<file path="src/sv/rrtp_pkg.sv">
// Package for the round-robin task picker: transaction payload structs,
// command codes and slot status codes. No dependencies.
package rrtp_pkg;

  localparam logic [1:0] CMD_TICK   = 2'd0;
  localparam logic [1:0] CMD_ALLOC  = 2'd1;
  localparam logic [1:0] CMD_STATUS = 2'd2;
  localparam logic [1:0] CMD_SLEEP  = 2'd3;

  localparam logic [1:0] ST_OVER    = 2'd0;
  localparam logic [1:0] ST_RUN     = 2'd1;
  localparam logic [1:0] ST_SUSPEND = 2'd2;
  localparam logic [1:0] ST_TERM    = 2'd3;

  typedef struct packed {
    logic [1:0]  cmd;
    logic [5:0]  slot;
    logic [1:0]  new_status;
    logic [15:0] new_sleep;
  } in_t;

  typedef struct packed {
    logic       ok;
    logic [5:0] chosen_slot;
    logic [5:0] previous_slot;
  } out_t;

endpackage

</file>
<file path="src/sv/round_robin_task_picker.sv">
// Round-robin task picker top level: slot tables, scan sequencer, output register.
// Depends on rrtp_pkg.
//
// After reset the block runs a clearing pass over every entry of its slot
// memories (slot 0 running, all others over, all sleep counts zero) and accepts
// no transaction until it ends. A status or sleep write completes at the edge
// that accepts it, its result valid on the next cycle. A tick reads one slot per
// cycle through the single read port of the slot memories and ends when it finds
// a ready slot or comes back round to the current slot; an allocate scans upward
// from slot 0 and ends at the first free slot or at the last slot. One transaction
// is worked on at a time; the next is accepted once the result register is free
// or being drained. Slot indices in results are reported modulo 64.
module round_robin_task_picker
  import rrtp_pkg::*;
#(
  parameter int SLOTS = 64
) (
  input  logic clk_i,
  input  logic rst_ni,
  input  logic in_valid_i,
  output logic in_stall_o,
  input  in_t  in_data_i,
  output logic out_valid_o,
  input  logic out_stall_i,
  output out_t out_data_o
);

  localparam int SW = (SLOTS > 1) ? $clog2(SLOTS) : 1;
  localparam logic [SW-1:0] LAST = SW'(SLOTS - 1);

  localparam logic [1:0] S_CLEAR = 2'd0;
  localparam logic [1:0] S_IDLE  = 2'd1;
  localparam logic [1:0] S_TICK  = 2'd2;
  localparam logic [1:0] S_ALLOC = 2'd3;

  function automatic logic [5:0] to6(input logic [SW-1:0] v);
    logic [SW+5:0] w;
    w = {6'b0, v};
    return w[5:0];
  endfunction

  logic [1:0]  st_mem [SLOTS];
  logic [15:0] sl_mem [SLOTS];

  logic [1:0]    state_q, state_d;
  logic [SW-1:0] ptr_q, ptr_d, ptr_nxt;
  logic [SW-1:0] cur_q, cur_d;
  logic          first_q, first_d;
  logic          ev_vld_q, ev_first_q;
  logic [SW-1:0] ev_idx_q;
  logic [1:0]    st_rd_q;
  logic [15:0]   sl_rd_q;
  logic          out_vld_q, out_vld_d;
  out_t          out_q, out_d;

  logic          in_acc, issue, fin, fin_ok;
  logic [SW-1:0] fin_idx, wa;
  logic          st_we, sl_we;
  logic [1:0]    st_wd;
  logic [15:0]   sl_wd;
  logic [SW+5:0] slot_w;
  logic [SW-1:0] slot_idx;
  logic          slot_ok;

  assign in_stall_o  = (state_q != S_IDLE) || (out_vld_q && out_stall_i);
  assign in_acc      = in_valid_i && !in_stall_o;
  assign out_valid_o = out_vld_q;
  assign out_data_o  = out_q;

  assign ptr_nxt  = (ptr_q == LAST) ? '0 : ptr_q + 1'b1;
  assign slot_w   = {{SW{1'b0}}, in_data_i.slot};
  assign slot_idx = slot_w[SW-1:0];
  assign slot_ok  = slot_w < (SW+6)'(SLOTS);

  always_comb begin
    state_d = state_q;
    ptr_d   = ptr_q;
    first_d = first_q;
    cur_d   = cur_q;
    st_we   = 1'b0;
    sl_we   = 1'b0;
    wa      = ptr_q;
    st_wd   = ST_OVER;
    sl_wd   = '0;
    fin     = 1'b0;
    fin_ok  = 1'b0;
    fin_idx = '0;
    issue   = 1'b0;
    case (state_q)
      S_CLEAR: begin
        st_we = 1'b1;
        sl_we = 1'b1;
        st_wd = (ptr_q == '0) ? ST_RUN : ST_OVER;
        if (ptr_q == LAST) begin
          ptr_d   = '0;
          state_d = S_IDLE;
        end else begin
          ptr_d = ptr_nxt;
        end
      end
      S_IDLE: begin
        if (in_acc) begin
          case (in_data_i.cmd)
            CMD_TICK: begin
              state_d = S_TICK;
              ptr_d   = cur_q;
              first_d = 1'b1;
            end
            CMD_ALLOC: begin
              state_d = S_ALLOC;
              ptr_d   = '0;
              first_d = 1'b1;
            end
            CMD_STATUS: begin
              fin    = 1'b1;
              fin_ok = slot_ok;
              st_we  = slot_ok;
              wa     = slot_idx;
              st_wd  = in_data_i.new_status;
            end
            CMD_SLEEP: begin
              fin    = 1'b1;
              fin_ok = slot_ok;
              sl_we  = slot_ok;
              wa     = slot_idx;
              sl_wd  = in_data_i.new_sleep;
            end
            default: ;
          endcase
        end
      end
      S_TICK: begin
        if (ev_vld_q) begin
          wa = ev_idx_q;
          if (ev_first_q) begin
            st_we = (st_rd_q == ST_TERM);
          end else if (ev_idx_q == cur_q) begin
            fin     = 1'b1;
            fin_idx = cur_q;
          end else begin
            st_we = (st_rd_q == ST_TERM);
            if (st_rd_q == ST_RUN) begin
              if (sl_rd_q != '0) begin
                sl_we = 1'b1;
                sl_wd = sl_rd_q - 1'b1;
              end else begin
                fin     = 1'b1;
                fin_ok  = 1'b1;
                fin_idx = ev_idx_q;
                cur_d   = ev_idx_q;
              end
            end
          end
        end
        if (fin) begin
          state_d = S_IDLE;
        end else begin
          issue   = 1'b1;
          ptr_d   = ptr_nxt;
          first_d = 1'b0;
        end
      end
      S_ALLOC: begin
        if (ev_vld_q) begin
          wa = ev_idx_q;
          if (st_rd_q == ST_OVER) begin
            st_we   = 1'b1;
            sl_we   = 1'b1;
            st_wd   = ST_SUSPEND;
            fin     = 1'b1;
            fin_ok  = 1'b1;
            fin_idx = ev_idx_q;
          end else if (ev_idx_q == LAST) begin
            fin = 1'b1;
          end
        end
        if (fin) begin
          state_d = S_IDLE;
        end else begin
          issue   = 1'b1;
          ptr_d   = ptr_nxt;
          first_d = 1'b0;
        end
      end
      default: state_d = S_IDLE;
    endcase
  end

  always_comb begin
    out_vld_d = out_vld_q && out_stall_i;
    out_d     = out_q;
    if (fin) begin
      out_vld_d           = 1'b1;
      out_d.ok            = fin_ok;
      out_d.chosen_slot   = to6(fin_idx);
      out_d.previous_slot = to6(cur_q);
    end
  end

  always_ff @(posedge clk_i) begin
    if (st_we) begin
      st_mem[wa] <= st_wd;
    end
    if (sl_we) begin
      sl_mem[wa] <= sl_wd;
    end
    st_rd_q <= st_mem[ptr_q];
    sl_rd_q <= sl_mem[ptr_q];
  end

  always_ff @(posedge clk_i or negedge rst_ni) begin
    if (!rst_ni) begin
      state_q    <= S_CLEAR;
      ptr_q      <= '0;
      cur_q      <= '0;
      first_q    <= 1'b0;
      ev_vld_q   <= 1'b0;
      ev_first_q <= 1'b0;
      out_vld_q  <= 1'b0;
    end else begin
      state_q    <= state_d;
      ptr_q      <= ptr_d;
      cur_q      <= cur_d;
      first_q    <= first_d;
      ev_vld_q   <= issue;
      ev_first_q <= first_q;
      out_vld_q  <= out_vld_d;
    end
  end

  always_ff @(posedge clk_i) begin
    ev_idx_q <= ptr_q;
    out_q    <= out_d;
  end

`ifndef ASSERT_OFF
  a_cur_only_on_tick: assert property (@(posedge clk_i) disable iff (!rst_ni)
    !$stable(cur_q) |-> $past(state_q == S_TICK))
    else $error("current slot changed outside a tick");

  a_fin_reg_free: assert property (@(posedge clk_i) disable iff (!rst_ni)
    fin |-> !(out_vld_q && out_stall_i))
    else $error("result finished while result register occupied");

  a_scan_skips_cur: assert property (@(posedge clk_i) disable iff (!rst_ni)
    ((st_we || sl_we) && state_q == S_TICK && !ev_first_q) |-> (wa != cur_q))
    else $error("tick scan wrote the current slot");

  a_busy_no_accept: assert property (@(posedge clk_i) disable iff (!rst_ni)
    (state_q == S_TICK || state_q == S_ALLOC) |=> !$past(in_acc))
    else $error("transaction accepted during a scan");
`endif

endmodule

</file>
<file path="config.mk">
export PLATFORM = sky130hd
export DESIGN_NAME = round_robin_task_picker
export DESIGN_NICKNAME = d
export VERILOG_FILES = /design/src/sv/rrtp_pkg.sv /design/src/sv/round_robin_task_picker.sv
export SDC_FILE = /design/constraint.sdc
export NUM_CORES = 1
export LEC_CHECK = 0
export BUFFER_PORTS_ARGS = -buffer_cell sky130_fd_sc_hd__buf_2
export CORE_ASPECT_RATIO = 1.1
export CORE_MARGIN = 4
export CORE_UTILIZATION = 55
export CTS_CLUSTER_DIAMETER = 50
export CTS_CLUSTER_SIZE = 30
export DETAILED_ROUTE_END_ITERATION = 16
export PLACE_DENSITY = 0.74
export RECOVER_POWER = 100
export SLEW_MARGIN = 10
export SYNTH_ARGS = -nofsm -noshare
export SYNTH_HDL_FRONTEND = slang
export SYNTH_SLANG_ARGS = --single-unit
export TNS_END_PERCENT = 20
</file>
<file path="constraint.sdc">
create_clock -name clk_i -period 12.34 [get_ports clk_i]
set_input_delay 0.617 -clock clk_i [delete_from_list [all_inputs] [get_ports clk_i]]
set_output_delay 0.617 -clock clk_i [all_outputs]
set_load 0.02 [all_outputs]
</file>
== Word-level counts from Yosys, hierarchy flattened ==
Memory sizes are Yosys's and may differ from the RTL's. A register that Yosys moved wholly into a read port is not among the register bits.
Cells that the tools add are included.
Storage, ports and cells
  register bits after elaboration: 37
  latch bits: 0
  memory bits (writable): 1152
  ROM bits: 0
  bits of input ports: 30
  output and inout port bits: 15
  logic and storage cells: 143
  memories kept: 2
Memory list
  sl_mem: words 64, width 16, read ports 1, clocked after Yosys merged registers in 1, wr ports 1, RTL line round_robin_task_picker.sv:43  | logic [15:0] sl_mem [SLOTS];
  st_mem: words 64, width 2, read ports 1, clocked after Yosys merged registers in 1, wr ports 1, RTL line round_robin_task_picker.sv:42  | logic [1:0] st_mem [SLOTS];
Operators by class
  add/sub/neg operators: 2
  multiply operators: 0
  div/mod/pow operators: 0
  order comparisons: 1
  equal/unequal tests: 20
  shifts and indexed selects: 0
  mux-type cells: 87
  bitwise gates (word level): 3
  reductions and logical operators: 17
Operator list (number)
  $mux 16: 7
  $mux 6: 15
  $mux 1: 43
  $pmux 6 s2: 3
  $pmux 16 s2: 1
  $pmux 6 s4: 1
  $mux 2: 8
  $reduce_bool 16->1: 1
  $sub 16x1->16 const B: 1
  $ne 2x2->1 const B: 7
  $eq 6x6->1 const B: 2
  $eq 2x2->1 const B: 5
  $reduce_and 5->1: 2
  $pmux 1 s3: 3
  $pmux 1 s4: 2
  $pmux 2 s4: 1
  $lt 6x7->1 const B: 1
  $add 6x1->6 const B: 1
  $eq 2x1->1 const B: 3
  $eq 6x6->1: 1
  $logic_not 2->1: 3
  $logic_not 6->1: 1
  $pmux 2 s3: 1
  $reduce_and 6->1: 1
  11 further kinds: 16

== Logic depth before layout (Yosys ltp) ==
  word-level depth: 9
  mapped depth: 10
  gate-level depth less buffers: 7

== Worst setup path after synthesis ==
No wires, ideal clock.
  path kind: register to register
  start: reg state_q[0]
  end: mem sl_mem[0][3] (data pin)
  setup time: 0.723 ns
  arrival time: 4.553 ns
  setup slack: 7.065 ns
  stages on the path, launching flop included: 10
  cells stage by stage: dfrtp_1 -> inv_1 -> ha_1 -> nand2_1 -> nor3_1 -> o21a_1 -> clkbuf_1 -> buf_1 -> o211ai_1 -> a21boi_0
Between the ends
  cells in the longest elaborated chain, start to end: 6
  elaborated cells on any way between the ends: 8
RTL lines
  start: declaration: RTL line round_robin_task_picker.sv:45  | logic [1:0] state_q, state_d;
  start signal: assignment: RTL line round_robin_task_picker.sv:221  | state_q <= state_d;
  $ne 2x1->1: RTL line round_robin_task_picker.sv:65  | assign in_stall_o = (state_q != S_IDLE) || (out_vld_q && out_stall_i);
  $logic_or 1x1->1: RTL line round_robin_task_picker.sv:65
  $logic_not 1->1: RTL line round_robin_task_picker.sv:66  | assign in_acc = in_valid_i && !in_stall_o;
  $logic_and 1x1->1: RTL line round_robin_task_picker.sv:66
  $mux 16: RTL line round_robin_task_picker.sv:102  | if (in_acc) begin
  $pmux 16 s2 *: RTL line round_robin_task_picker.sv:89  | case (state_q)
  named net sl_wd[3]: RTL line round_robin_task_picker.sv:60  | logic [15:0] sl_wd;
  end: declaration: RTL line round_robin_task_picker.sv:43
The timed path passes the listed nets; every way through them passes the cells marked *.

== Final worst setup path ==
  start: reg ptr_q[0]
  end: mem sl_mem[35][15] (enable)
Between the ends
  cells in the longest elaborated chain, start to end: 3
  elaborated cells on any way between the ends: 4
RTL lines
  start: declaration: RTL line round_robin_task_picker.sv:46  | logic [SW-1:0] ptr_q, ptr_d, ptr_nxt;
  start signal: assignment: RTL line round_robin_task_picker.sv:222  | ptr_q <= ptr_d;
  $mux 6: RTL line round_robin_task_picker.sv:103  | case (in_data_i.cmd)
  $mux 6: RTL line round_robin_task_picker.sv:102
  $pmux 6 s2 *: RTL line round_robin_task_picker.sv:89
Every way passes the cells marked *; elsewhere a longest branch is shown, timed or not.

==> reports/qor.csv <==
stage,metric,value,unit
detailed_routing,first_iter_violations,3601,
critical_path,cp-start-kind,register,
detailed_routing,drt-met1-wl,44090,µm
timing,period_share,63.43,%
synth,ys_ff_latch,1207,
clocking,clkSlewWorstSetupHoldPaths,80,ps
synth,yosys.cell_types.count,73,
timing,fmax,127.8,MHz
global_routing,grt-ovfl-total,0,
synth,synth_nets,2533,
timing,setup_viol,0,
clocking,htreeDepth,3,
pwr,power_frac_comb,0.1,%
pwr,ir_worst_vdd,0.00009139,V
timing,finalCriticalPeriod,7827,ps
synth,yosysMostFrequentCell,edfxtp_1,
placed_design,io_buffers,44,
timing,worst_slack,4513,ps
detailed_routing,top_layer,met5,
global_routing,grtUsageTotal,25.91,%
final_layout,syn_to_final_growth,9.859,%
critical_path,path_class,reg -> reg,
detailed_routing,routed-wl-met3,11730,µm
synth,syn_area,48160,µm²
pwr,power_density,141.2,nW/µm²
critical_path,crit_arrival,8130,ps
synth,ys_warn_count,0,
critical_path,required,12650,ps
final_layout,fin_nets,2617,
detailed_routing,drt-total-wl,120500,µm
placed_design,dp_hpwl,70260,µm
final_layout,drive_gt1_share,19.54,%
synth,async_flop_share,1.491,%
floorplan,dieArea,92370,µm²
clocking,tritoncts,done,
clocking,ctsResizeCount,0,
detailed_routing,post_drt_wl_per_cell,31.67,µm
pwr,p_sw_share,20.80,%
clocking,clock_latency,690,ps
clocking,cts_buffer_depth,3,
final_layout,fin_util,61.05,%
floorplan,fp-row-count,113,
detailed_routing,vias,25950,
global_routing,first_global_vias,26180,
clocking,clockRootBuffer,clkbuf_16,
detailed_routing,drt-pass1-iter-count,5,
pwr,p_switching,1.554,mW
pwr,p_int,5.917,mW
final_layout,instances_no_fill,3803,
global_routing,grt_max_degree,125,
synth,synth_area_leaders,"edfxtp_1 (73%), mux4_2 (10%), mux2i_1 (3.0%)",
pwr,seqPwrFrac,59.1,%
critical_path,critPathCaptureType,register,
pwr,pwr-share-clk,40.8,%
synth,syn_area_per_cell,19.30,µm²
placed_design,place_congestion,0.8601,
timing,setup_tns,0,ps
critical_path,r2r_slack,4510,ps
synth,yosysTopAreaCellShare,72.64,%
clocking,cts_sinks,1207,
clocking,cts_inserted_buffers,85,
clocking,post_cts_buffers,0,
pwr,p_leak,14.42,nW
synth,synth_area_leader_cell,edfxtp_1,
synth,synth_commonest_cells,"edfxtp_1 (1165), mux4_2 (223), mux2i_1 (145)",
synth,synth_edf_count,1165,
detailed_routing,met2WireLength,58830,µm
run_status,violations,"capacitance limit, slew limit",
timing,slew_viol_final,1509,
timing,finalHoldViolCount,0,
synth,synth_seq_area_share,74.57,%
global_routing,grt_pass1_wl,177200,µm
detailed_routing,drc,0,
run_status,status,finished with violations,
floorplan,coreArea,86670,µm²
global_routing,antenna_found_initial,2,
pwr,p_total,7.471,mW
floorplan,fp.dieH,318.4,µm
floorplan,initial_utilization,55.57,%
detailed_routing,drtAntennaViolNets,0,
timing,tightestPinTransition,3813,ps
detailed_routing,via_per_inst,6.823,
timing,rsz0062_at_grt,false,
placed_design,dp_slack,7456,ps
floorplan,ios,45,
floorplan,die_width,290.1,µm
critical_path,cp_max_fo,38,
timing,fin_skew,39.32,ps
synth,synth_cells,2495,
timing,relSlewSlack,-154.2,%
synth,synth_flop_cell,edfxtp_1,
job,max_cap_viol_count,35,
min_path,hp-class,in -> reg,
placed_design,dpl.cell_count,3640,
## metrics by stage
stage / area [µm²] / hold slack [ps]
after CTS: 53680 / 207.2
after floorplan: 48160 / 321.4
after detailed placement: 50590 / 385.9
final: 52910 / 237.3
after global placement: 50590 / 385.4
after global routing: 52900 / 280.3
## worst paths after layout
path,to,from,depth (start not counted)
min in group asynchronous,ptr_q[0]$_DFFE_PN0P_,rst_ni,2
worst min register to register,ev_first_q$_DFF_PN0_,first_q$_DFFE_PN0P_,0
worst max register to register,sl_mem[35][15]$_DFFE_PP_,ptr_q[0]$_DFFE_PN0P_,7
max in group asynchronous,ptr_q[2]$_DFFE_PN0P_,rst_ni,2
worst min-delay path,out_valid_o$_DFF_PN0_,out_stall_i,3
worst max-delay path,sl_mem[35][15]$_DFFE_PP_,ptr_q[0]$_DFFE_PN0P_,7
## final cells by class
class	count	area, µm²
inverters	11	41.29
well taps	1150	1439
clock buffers	93	2272
fillers	6031	33760
diodes	2	5.005
flip-flops and latches	1207	35920
repair buffers	169	805.8
multi-input cells	1105	11620
clock inverters	66	803.3
## flip-flops by register name (all words and copies together) (netlist names)
register,flops
first_q,1
out_data_o,13
state_q,2
cur_q,6
st_mem,128
ev_idx_q,6
st_rd_q,2
sl_rd_q,16
ptr_q,6
out_valid_o,1
ev_vld_q,1
sl_mem,1024
ev_first_q,1
## per-layer routing
layer	global-route usage, %	vias to the layer above
met5	0	-
met1	34.57	13510
li1	-	10640
met3	5.642	261
met4	11.58	2
met2	41.59	1543
## worst max-delay path, stage by stage (launching register included)
cell and delay (ps):
dfrtp_1 1810, clkbuf_1 2090, mux2i_1 320, o21ai_0 660
o211ai_1 190, clkbuf_1 350, nor4_1 1410, clkbuf_1 560
## cell usage in the layout, fill, tap and decap left out, types with 17 or more instances in the layout
cell type	synthesis	routed
o221ai_1	30	30
mux2i_1	145	145
buf_4	15	26
nor4_1	134	126
a22oi_1	24	24
nor3_1	18	18
nor2_1	35	35
clkbuf_16	0	89
mux2_2	32	32
nand3_1	28	26
mux4_2	223	223
a32oi_1	17	17
clkbuf_1	93	113
buf_2	40	28
o21ai_0	18	21
a22o_1	19	19
edfxtp_1	1165	1165
a21oi_1	48	47
nand2_1	81	81
o22ai_1	41	41
dfxtp_1	24	24
## power groups by stage
stage,Sequential [mW],Combinational [mW],Clock (mW)
6_report,4.41,0.00893,3.05
5_1_grt,4.41,0.00975,3.25
4_1_cts,4.41,0.00890,3.08
3_5_place_dp,4.51,0.00855,0
3_3_place_gp,4.51,0.00824,0
2_1_floorplan,4.51,0.00149,0
## cells by family (layout without fill, tap and decap cells)
family,after synthesis,after routing,synth area share (%)
fa+ha+maj,8,8,0.2078
xor+xnor,16,16,0.2910
mux,400,400,14.19
simple gates,378,378,4.300
other cells,0,2,0
buf+inv,183,339,1.741
compound gates,303,303,4.697
flops,1207,1207,74.57
## what timing repair did
action                                  CTS  global route
hold buffers                              1             0
hold endpoints to repair                 18             0
endpoints found under the setup margin    0             0
(Power assumes the default switching activity.)
